==> src/design/sha_pkg.sv <==
`timescale 1ns / 1ps
`default_nettype none
package sha_pkg;

    typedef struct packed {
        logic [7:0] data_byte;
        logic       byte_valid;
        logic       end_of_message;
    } t_item;

    typedef struct packed {
        logic  valid;
        t_item item;
    } t_queue_head;

    localparam logic [7:0] PAD_MARK = 8'h80;

    localparam logic [31:0] IV [8] = '{
        32'h6a09e667, 32'hbb67ae85, 32'h3c6ef372, 32'ha54ff53a,
        32'h510e527f, 32'h9b05688c, 32'h1f83d9ab, 32'h5be0cd19
    };

    localparam logic [31:0] ROUND_K [64] = '{
        32'h428a2f98, 32'h71374491, 32'hb5c0fbcf, 32'he9b5dba5,
        32'h3956c25b, 32'h59f111f1, 32'h923f82a4, 32'hab1c5ed5,
        32'hd807aa98, 32'h12835b01, 32'h243185be, 32'h550c7dc3,
        32'h72be5d74, 32'h80deb1fe, 32'h9bdc06a7, 32'hc19bf174,
        32'he49b69c1, 32'hefbe4786, 32'h0fc19dc6, 32'h240ca1cc,
        32'h2de92c6f, 32'h4a7484aa, 32'h5cb0a9dc, 32'h76f988da,
        32'h983e5152, 32'ha831c66d, 32'hb00327c8, 32'hbf597fc7,
        32'hc6e00bf3, 32'hd5a79147, 32'h06ca6351, 32'h14292967,
        32'h27b70a85, 32'h2e1b2138, 32'h4d2c6dfc, 32'h53380d13,
        32'h650a7354, 32'h766a0abb, 32'h81c2c92e, 32'h92722c85,
        32'ha2bfe8a1, 32'ha81a664b, 32'hc24b8b70, 32'hc76c51a3,
        32'hd192e819, 32'hd6990624, 32'hf40e3585, 32'h106aa070,
        32'h19a4c116, 32'h1e376c08, 32'h2748774c, 32'h34b0bcb5,
        32'h391c0cb3, 32'h4ed8aa4a, 32'h5b9cca4f, 32'h682e6ff3,
        32'h748f82ee, 32'h78a5636f, 32'h84c87814, 32'h8cc70208,
        32'h90befffa, 32'ha4506ceb, 32'hbef9a3f7, 32'hc67178f2
    };

    function automatic logic [31:0] big_sigma0(input logic [31:0] x);
        return {x[1:0], x[31:2]} ^ {x[12:0], x[31:13]} ^ {x[21:0], x[31:22]};
    endfunction

    function automatic logic [31:0] big_sigma1(input logic [31:0] x);
        return {x[5:0], x[31:6]} ^ {x[10:0], x[31:11]} ^ {x[24:0], x[31:25]};
    endfunction

    function automatic logic [31:0] small_sigma0(input logic [31:0] x);
        return {x[6:0], x[31:7]} ^ {x[17:0], x[31:18]} ^ {3'b000, x[31:3]};
    endfunction

    function automatic logic [31:0] small_sigma1(input logic [31:0] x);
        return {x[16:0], x[31:17]} ^ {x[18:0], x[31:19]} ^ {10'd0, x[31:10]};
    endfunction

endpackage
`default_nettype wire

==> src/design/sha_front.sv <==
`timescale 1ns / 1ps
`default_nettype none
module sha_front (
    input  wire logic           i_clk,
    input  wire logic           i_rst_n,
    input  wire logic           i_valid,
    output logic                o_ready,
    input  wire sha_pkg::t_item i_item,
    output sha_pkg::t_queue_head o_head,
    input  wire logic           i_pop
);
    sha_pkg::t_item r_mem [2];
    logic           r_wp;
    logic           r_rp;
    logic [1:0]     r_cnt;
    logic           w_push;
    logic           w_pop;

    assign o_ready = (r_cnt != 2'd2);
    // items that carry neither a byte nor an end mark do nothing, so they are dropped here
    assign w_push  = i_valid && o_ready && (i_item.byte_valid || i_item.end_of_message);
    assign w_pop   = i_pop && (r_cnt != 2'd0);

    assign o_head.valid = (r_cnt != 2'd0);
    assign o_head.item  = r_mem[r_rp];

    always_ff @(posedge i_clk) begin
        if (!i_rst_n) begin
            r_wp  <= 1'b0;
            r_rp  <= 1'b0;
            r_cnt <= 2'd0;
        end else begin
            if (w_push) begin
                r_mem[r_wp] <= i_item;
                r_wp        <= ~r_wp;
            end
            if (w_pop) begin
                r_rp <= ~r_rp;
            end
            r_cnt <= r_cnt + {1'b0, w_push} - {1'b0, w_pop};
        end
    end
endmodule
`default_nettype wire

==> src/design/sha_core.sv <==
`timescale 1ns / 1ps
`default_nettype none
module sha_core (
    input  wire logic                 i_clk,
    input  wire logic                 i_rst_n,
    input  wire sha_pkg::t_queue_head i_head,
    output logic                      o_pop,
    output logic                      o_valid,
    input  wire logic                 i_ready,
    output logic [31:0]               o_digest_word,
    output logic [2:0]                o_word_index,
    output logic                      o_final_word
);
    typedef enum logic [2:0] {S_IDLE, S_PAD, S_ROUND, S_FOLD, S_OUT} t_state;

    t_state      r_state;
    t_state      r_ret;
    logic [31:0] r_w [16];
    logic [31:0] r_h [8];
    logic [31:0] r_v [8];
    logic [5:0]  r_fill;
    logic [63:0] r_bitlen;
    logic [5:0]  r_rnd;
    logic        r_mark_sent;
    logic        r_len;
    logic [2:0]  r_oidx;
    logic        r_out_valid;
    logic [31:0] r_out_word;
    logic [2:0]  r_out_idx;
    logic        r_out_final;

    logic        w_push;
    logic [7:0]  w_push_byte;
    logic [7:0]  w_pad_byte;
    logic [7:0]  w_len_byte;
    logic        w_len_now;
    logic        w_fill_wrap;
    logic [2:0]  w_len_sel;
    logic [31:0] w_t1;
    logic [31:0] w_t2;
    logic [31:0] w_sched;
    logic [31:0] w_choose;
    logic [31:0] w_major;
    logic        w_load;

    assign o_pop         = (r_state == S_IDLE);
    assign o_valid       = r_out_valid;
    assign o_digest_word = r_out_word;
    assign o_word_index  = r_out_idx;
    assign o_final_word  = r_out_final;

    always_comb begin
        w_fill_wrap = (r_fill == 6'd63);
        // length bytes occupy offsets 56..63, most significant first
        w_len_now   = r_mark_sent && (r_len || (r_fill == 6'd56));
        w_len_sel   = ~r_fill[2:0];
        w_len_byte  = r_bitlen[{w_len_sel, 3'b000} +: 8];
        w_pad_byte  = !r_mark_sent ? sha_pkg::PAD_MARK : (w_len_now ? w_len_byte : 8'h00);
        w_push      = ((r_state == S_IDLE) && i_head.valid && i_head.item.byte_valid)
                      || (r_state == S_PAD);
        w_push_byte = (r_state == S_PAD) ? w_pad_byte : i_head.item.data_byte;
        w_load      = (r_state == S_OUT) && (!r_out_valid || i_ready);

        w_choose = (r_v[4] & r_v[5]) ^ (~r_v[4] & r_v[6]);
        w_major  = (r_v[0] & r_v[1]) ^ (r_v[0] & r_v[2]) ^ (r_v[1] & r_v[2]);
        w_t1     = r_v[7] + sha_pkg::big_sigma1(r_v[4]) + w_choose
                   + sha_pkg::ROUND_K[r_rnd] + r_w[0];
        w_t2     = sha_pkg::big_sigma0(r_v[0]) + w_major;
        w_sched  = sha_pkg::small_sigma1(r_w[14]) + r_w[9]
                   + sha_pkg::small_sigma0(r_w[1]) + r_w[0];
    end

    always_ff @(posedge i_clk) begin
        if (!i_rst_n) begin
            r_state     <= S_IDLE;
            r_ret       <= S_IDLE;
            r_h         <= sha_pkg::IV;
            r_fill      <= 6'd0;
            r_bitlen    <= 64'd0;
            r_rnd       <= 6'd0;
            r_mark_sent <= 1'b0;
            r_len       <= 1'b0;
            r_oidx      <= 3'd0;
            r_out_valid <= 1'b0;
        end else begin
            if (w_load) begin
                r_out_valid <= 1'b1;
            end else if (i_ready) begin
                r_out_valid <= 1'b0;
            end
            if (w_push) begin
                r_w[r_fill[5:2]][{~r_fill[1:0], 3'b000} +: 8] <= w_push_byte;
                r_fill <= r_fill + 6'd1;
            end
            case (r_state)
                S_IDLE: begin
                    if (i_head.valid) begin
                        r_mark_sent <= 1'b0;
                        r_len       <= 1'b0;
                        if (i_head.item.byte_valid) begin
                            r_bitlen <= r_bitlen + 64'd8;
                        end
                        if (i_head.item.byte_valid && w_fill_wrap) begin
                            r_state <= S_ROUND;
                            r_v     <= r_h;
                            r_rnd   <= 6'd0;
                            r_ret   <= i_head.item.end_of_message ? S_PAD : S_IDLE;
                        end else if (i_head.item.end_of_message) begin
                            r_state <= S_PAD;
                        end
                    end
                end
                S_PAD: begin
                    r_mark_sent <= 1'b1;
                    if (w_len_now) begin
                        r_len <= 1'b1;
                    end
                    if (w_fill_wrap) begin
                        r_state <= S_ROUND;
                        r_v     <= r_h;
                        r_rnd   <= 6'd0;
                        r_ret   <= w_len_now ? S_OUT : S_PAD;
                        r_oidx  <= 3'd0;
                    end
                end
                S_ROUND: begin
                    r_v[7] <= r_v[6];
                    r_v[6] <= r_v[5];
                    r_v[5] <= r_v[4];
                    r_v[4] <= r_v[3] + w_t1;
                    r_v[3] <= r_v[2];
                    r_v[2] <= r_v[1];
                    r_v[1] <= r_v[0];
                    r_v[0] <= w_t1 + w_t2;
                    for (int i = 0; i < 15; i++) begin
                        r_w[i] <= r_w[i + 1];
                    end
                    r_w[15] <= w_sched;
                    r_rnd   <= r_rnd + 6'd1;
                    if (r_rnd == 6'd63) begin
                        r_state <= S_FOLD;
                    end
                end
                S_FOLD: begin
                    for (int i = 0; i < 8; i++) begin
                        r_h[i] <= r_h[i] + r_v[i];
                    end
                    r_state <= r_ret;
                end
                S_OUT: begin
                    if (w_load) begin
                        r_out_word  <= r_h[r_oidx];
                        r_out_idx   <= r_oidx;
                        r_out_final <= (r_oidx == 3'd7);
                        r_oidx      <= r_oidx + 3'd1;
                        if (r_oidx == 3'd7) begin
                            r_h      <= sha_pkg::IV;
                            r_fill   <= 6'd0;
                            r_bitlen <= 64'd0;
                            r_state  <= S_IDLE;
                        end
                    end
                end
                default: begin
                    r_state <= S_IDLE;
                end
            endcase
        end
    end
endmodule
`default_nettype wire

==> src/design/sha256_hash.sv <==
`timescale 1ns / 1ps
`default_nettype none
// channel  direction  handshake          payload
// in       input      i_valid / o_ready  i_data_byte, i_byte_valid, i_end_of_message
// out      output     o_valid / i_ready  o_digest_word, o_word_index, o_final_word
//
// A byte is stored while the core is idle; the 64th byte of a block starts 64 rounds
// at one per cycle, then a fold into the chain. The end mark pads one byte per cycle
// while no block is hashed (up to two extra blocks), then sends 8 words.
// Reset (synchronous, active low) loads the initial hash value and clears counters.
// A two-entry queue takes up to two transfers while the round engine is busy.
module sha256_hash (
    input  wire logic        i_clk,
    input  wire logic        i_rst_n,
    input  wire logic        i_valid,
    output logic             o_ready,
    input  wire logic [7:0]  i_data_byte,
    input  wire logic        i_byte_valid,
    input  wire logic        i_end_of_message,
    output logic             o_valid,
    input  wire logic        i_ready,
    output logic [31:0]      o_digest_word,
    output logic [2:0]       o_word_index,
    output logic             o_final_word
);
    sha_pkg::t_item       w_item;
    sha_pkg::t_queue_head w_head;
    logic                 w_pop;

    assign w_item.data_byte      = i_data_byte;
    assign w_item.byte_valid     = i_byte_valid;
    assign w_item.end_of_message = i_end_of_message;

    sha_front u_front (
        .i_clk   (i_clk),
        .i_rst_n (i_rst_n),
        .i_valid (i_valid),
        .o_ready (o_ready),
        .i_item  (w_item),
        .o_head  (w_head),
        .i_pop   (w_pop)
    );

    sha_core u_core (
        .i_clk         (i_clk),
        .i_rst_n       (i_rst_n),
        .i_head        (w_head),
        .o_pop         (w_pop),
        .o_valid       (o_valid),
        .i_ready       (i_ready),
        .o_digest_word (o_digest_word),
        .o_word_index  (o_word_index),
        .o_final_word  (o_final_word)
    );
endmodule
`default_nettype wire
==> config.mk <==
export PLATFORM = sky130hd
export DESIGN_NAME = sha256_hash
export DESIGN_NICKNAME = d
export VERILOG_FILES = /design/src/design/sha_pkg.sv /design/src/design/sha_front.sv /design/src/design/sha_core.sv /design/src/design/sha256_hash.sv
export SDC_FILE = /design/constraint.sdc
export NUM_CORES = 2
export LEC_CHECK = 0
export ABC_AREA = 1
export BUFFER_PORTS_ARGS = -buffer_cell sky130_fd_sc_hd__buf_2
export CAP_MARGIN = 25
export CORE_MARGIN = 2
export CORE_UTILIZATION = 45
export CTS_BUF_LIST = sky130_fd_sc_hd__clkbuf_8
export CTS_CLUSTER_SIZE = 40
export DETAILED_ROUTE_END_ITERATION = 10
export HOLD_SLACK_MARGIN = 0.15
export PLACE_DENSITY = 0.6
export SYNTH_ARGS = -nofsm -noshare
export SYNTH_HDL_FRONTEND = slang
export SYNTH_SLANG_ARGS = --single-unit
==> constraint.sdc <==
create_clock -name i_clk -period 15.4 [get_ports i_clk]
set_input_delay 3.08 -clock i_clk [delete_from_list [all_inputs] [get_ports i_clk]]
set_output_delay 3.08 -clock i_clk [all_outputs]
set_load 0.03 [all_outputs]
==> summary.md <==
## Placement
* **placed wire-length estimate** 298,000 µm
* **global placement routability congestion** 1.07
* **Port Buf Inserts** 51

## Worst setup path
* **required time at the endpoint of the critical path** 16.16 ns
* **kind of start point of the critical path** register
* **Critical-path top delay cell** sky130_fd_sc_hd__dfxtp_1
* **worst r2r path cells** 33
* **endpoint of the worst-slack reg-to-reg timing path** u_core.r_v[248]
* **launch point of the worst reg-to-reg path** u_core.r_rnd[1]
* **Max FO, Critical Path** 15
* **Stages on worst setup path** 33
* **largest incremental delay on the critical path** 0.68 ns
* **critical path start-end classification** reg -> reg
* **Top Family by Delay on Critical Path** adder cells
* **arrival time of data at the critical path endpoint** 9.80 ns
* **Setup crit end kind** register
* **setup slack, reg-to-reg** 6.37 ns
* **termination of the worst setup path** u_core.r_v[248]
* **CP startpoint** u_core.r_rnd[1]
* **crit path buf inv count** 7
* **cell mode on critical path** sky130_fd_sc_hd__inv_1

## Yosys
* **Yosys top cell by area** sky130_fd_sc_hd__edfxtp_1
* **proportion of netlist area held by the largest area contributor** 0.297
* **top_reg_cell synth** sky130_fd_sc_hd__edfxtp_1
* **synth unique cells** 62
* **total standard cell area after synthesis** 83,400 µm²
* **number of flip-flops and latches in the synthesized netlist** 1,169
* **number of synthesized flops with an enable pin** 824
* **count of warnings emitted by yosys** 0
* **synth top area cells** sky130_fd_sc_hd__edfxtp_1 (30%), sky130_fd_sc_hd__nand2_1 (15%), sky130_fd_sc_hd__dfxtp_1 (8.3%), sky130_fd_sc_hd__ha_1 (6.0%), sky130_fd_sc_hd__o21ai_0 (5.7%)
* **proportion of synthesized flip-flops having asynchronous set or reset** 0
* **average cell area after synthesis** 7.42 µm²
* **sequential cell area fraction in the yosys report** 0.379
* **number of standard cells after synthesis** 11,200
* **net count after synthesis** 11,800

## Finish
* **post-layout net count** 11,800
* **commonest cells after routing, fill and taps aside** sky130_fd_sc_hd__nand2_1 (3,349), sky130_fd_sc_hd__inv_1 (1,327), sky130_fd_sc_hd__o21ai_0 (939)
* **commonest non-fill, non-tap cell in the layout** sky130_fd_sc_hd__nand2_1
* **synthesis-to-finish area growth** 8.77%
* **proportion of layout cells with a drive suffix above 1** 0.0516

## Global routing
* **global routing usage summed across all routing layers** 0.400
* **global route overflow** 0
* **via count of the first global-routing pass** 76,600
* **first-pass GRT wire length** 545,000 µm
* **pin count of the biggest net entering global routing** 220
* **antenna violations before repair** 16

## Clocking
* **clk_lat worst skew** 1.01 ns
* **CTS tree** done
* **cts bufs inserted** 213
* **clock sink count** 1,169
* **hold buffer count at CTS** 0
* **number of post-CTS setup repair buffers** 0
* **clock slew seen by the registers of the worst setup and hold paths** 0.07 ns
* **clk buf depth** 3
* **H-tree depth** 4
* **clock root buffer** sky130_fd_sc_hd__clkbuf_8
* **number of gates resized after cts** 0

## Timing
* **final-report max-slew violation count** 0
* **number of failing hold endpoints at the final stage** 0
* **final critical delay including setup and external delays** 9.03 ns
* **share of the clock period used by the worst path** 0.587
* **number of setup violations in the final report** 0
* **TNS Setup** 0 ns
* **worst slew margin relative to its limit** 0.132
* **worst-margin pin slew** 1.29 ns
* **setup repair after global routing missed its margin** no
* **highest clock frequency the design can meet** 111 MHz
* **clock skew** 0.0897 ns

## Min path
* **depth of the worst hold-timing path** 2
* **classification of the worst-slack hold path** reg -> reg

## Drt
* **routed vias** 81,900
* **total DRC errors in the routed layout** 0
* **TritonRoute pass-1 iters** 8
* **DRT Wirelength** 385,000 µm
* **initial detailed-routing violation count** 10,400
* **Antenna Violating Nets Remaining** 0
* **average wire per cell in the routed design** 27.7 µm
* **via/cell ratio** 5.89

## Floorplanning
* **horizontal die dimension** 435 µm
* **die area** 189,000 µm²
* **die height** 435 µm
* **starting utilization of the core area** 0.451
* **Boundary Pins** 52
* **core region area** 185,000 µm²
* **standard-cell rows** 158

## Run status
* **outcome** finished clean

## Flow run
* **MaxCap Viol Count** 0

==> logic make-up (layout without fill, tap and decap cells) <==
| family | Yosys count | after routing | share of synthesized area |
|---|---|---|---|
| other | 0 | 8 | 0 |
| flip-flops | 1169 | 1169 | 0.379 |
| AND/OR/NAND/NOR | 5288 | 5288 | 0.259 |
| buffers and inverters | 1692 | 1875 | 0.0770 |
| XOR/XNOR | 386 | 386 | 0.0405 |
| multiplexers | 1 | 1 | 0.000120 |
| AO/OA/AOI/OAI | 2085 | 2085 | 0.135 |
| adder cells (fa/ha/maj) | 617 | 617 | 0.110 |
==> registers in the layout, summed over array words and instances, names as in the netlist, 6 cells and up, named ones only <==
name / flops
u_core.r_rnd: 6
u_core.o_digest_word: 32
u_core.r_v: 256
u_core.r_h: 256
u_core.r_bitlen: 61
u_core.r_w: 512
u_core.r_fill: 6
u_front.r_mem: 20
==> routing by layer <==
metal  GRT usage  wire length, µm  vias up  share of wire
li1            -                -    37100              -
met1       0.531           155000    39300           0.40
met2       0.592           163000     4561           0.42
met3      0.0844            38700      940           0.10
met4       0.258            29000        8          0.075
met5           0               52        -        0.00013
==> through the flow <==
| step | instances | hold WS [ns] | area [µm²] | setup WS [ns] | utilization |
|---|---|---|---|---|---|
| final | 13900 | 0.468 | 90700 | 6.37 | 0.491 |
| after global routing | 13900 | 0.494 | 90700 | 5.75 | 0.491 |
| after CTS | 13900 | 0.462 | 90500 | 6.54 | 0.490 |
| after detailed placement | 13500 | 0.456 | 86200 | 6.54 | 0.466 |
| after global placement | 13400 | 0.434 | 86000 | 6.51 | 0.465 |
| after floorplan | 11200 | 0.426 | 83400 | 0.127 | - |
==> area by class of cell <==
cell class	count	area (µm²)
fillers	18800	94100
repair buffers	209	1480
flip-flops and latches	1169	31700
inverters	1266	4770
well taps	2480	3100
multi-input cells	8377	45400
diodes	8	20.0
clock buffers	227	3120
clock inverters	173	1180
==> worst reg2reg max path, delay by kind of cell (launching register included) <==
kind / cells / cell delay [ns]
compound gates: 6 / 1.44
buf+inv: 7 / 0.99
xor+xnor: 1 / 0.68
fa+ha+maj: 8 / 3.47
simple gates: 11 / 1.60
flops: 1 / 0.68
==> cell usage after synthesis, types with 4 or more instances <==
cell	count
sky130_fd_sc_hd__nor2_2	9
sky130_fd_sc_hd__buf_2	53
sky130_fd_sc_hd__nand3_1	620
sky130_fd_sc_hd__o211ai_1	41
sky130_fd_sc_hd__xor2_1	229
sky130_fd_sc_hd__nor4_1	16
sky130_fd_sc_hd__o21ai_1	8
sky130_fd_sc_hd__a31o_2	4
sky130_fd_sc_hd__nor2_1	915
sky130_fd_sc_hd__o31ai_1	7
sky130_fd_sc_hd__maj3_1	20
sky130_fd_sc_hd__nand2_2	8
sky130_fd_sc_hd__clkbuf_1	353
sky130_fd_sc_hd__a221oi_1	6
sky130_fd_sc_hd__a31oi_1	68
sky130_fd_sc_hd__nand2_1	3352
sky130_fd_sc_hd__ha_1	402
sky130_fd_sc_hd__inv_1	1249
sky130_fd_sc_hd__a211oi_1	5
sky130_fd_sc_hd__o221ai_1	9
sky130_fd_sc_hd__nand4_1	128
sky130_fd_sc_hd__fa_1	195
sky130_fd_sc_hd__o21a_1	21
sky130_fd_sc_hd__o21ai_0	946
sky130_fd_sc_hd__nor3_1	126
sky130_fd_sc_hd__o21bai_1	54
sky130_fd_sc_hd__a21oi_1	770
sky130_fd_sc_hd__nand2b_1	9
sky130_fd_sc_hd__xnor2_1	157
sky130_fd_sc_hd__inv_2	9
sky130_fd_sc_hd__nand3b_1	48
sky130_fd_sc_hd__or2_2	38
sky130_fd_sc_hd__edfxtp_1	824
sky130_fd_sc_hd__and3_1	10
sky130_fd_sc_hd__dfxtp_1	345
sky130_fd_sc_hd__clkinv_1	8
sky130_fd_sc_hd__a21o_1	46
sky130_fd_sc_hd__o22ai_1	49
sky130_fd_sc_hd__a21boi_0	29
sky130_fd_sc_hd__buf_1	19
==> how the worst min path moves through the flow <==
| stage | startpoint | end |
|---|---|---|
| after CTS | u_front.r_rp | register |
| after floorplan | u_front.r_rp | register |
| after global placement | u_front.r_rp | register |
| after detailed placement | u_front.r_rp | register |
| final | u_core.r_bitlen[63] | u_core.r_bitlen[63] |
| after global routing | u_core.r_ret[2] | u_core.r_ret[2] |
Power is left out: the tool's default activity adds up to more than one toggle a clock period on the data nets, which glitch-free logic cannot reach.
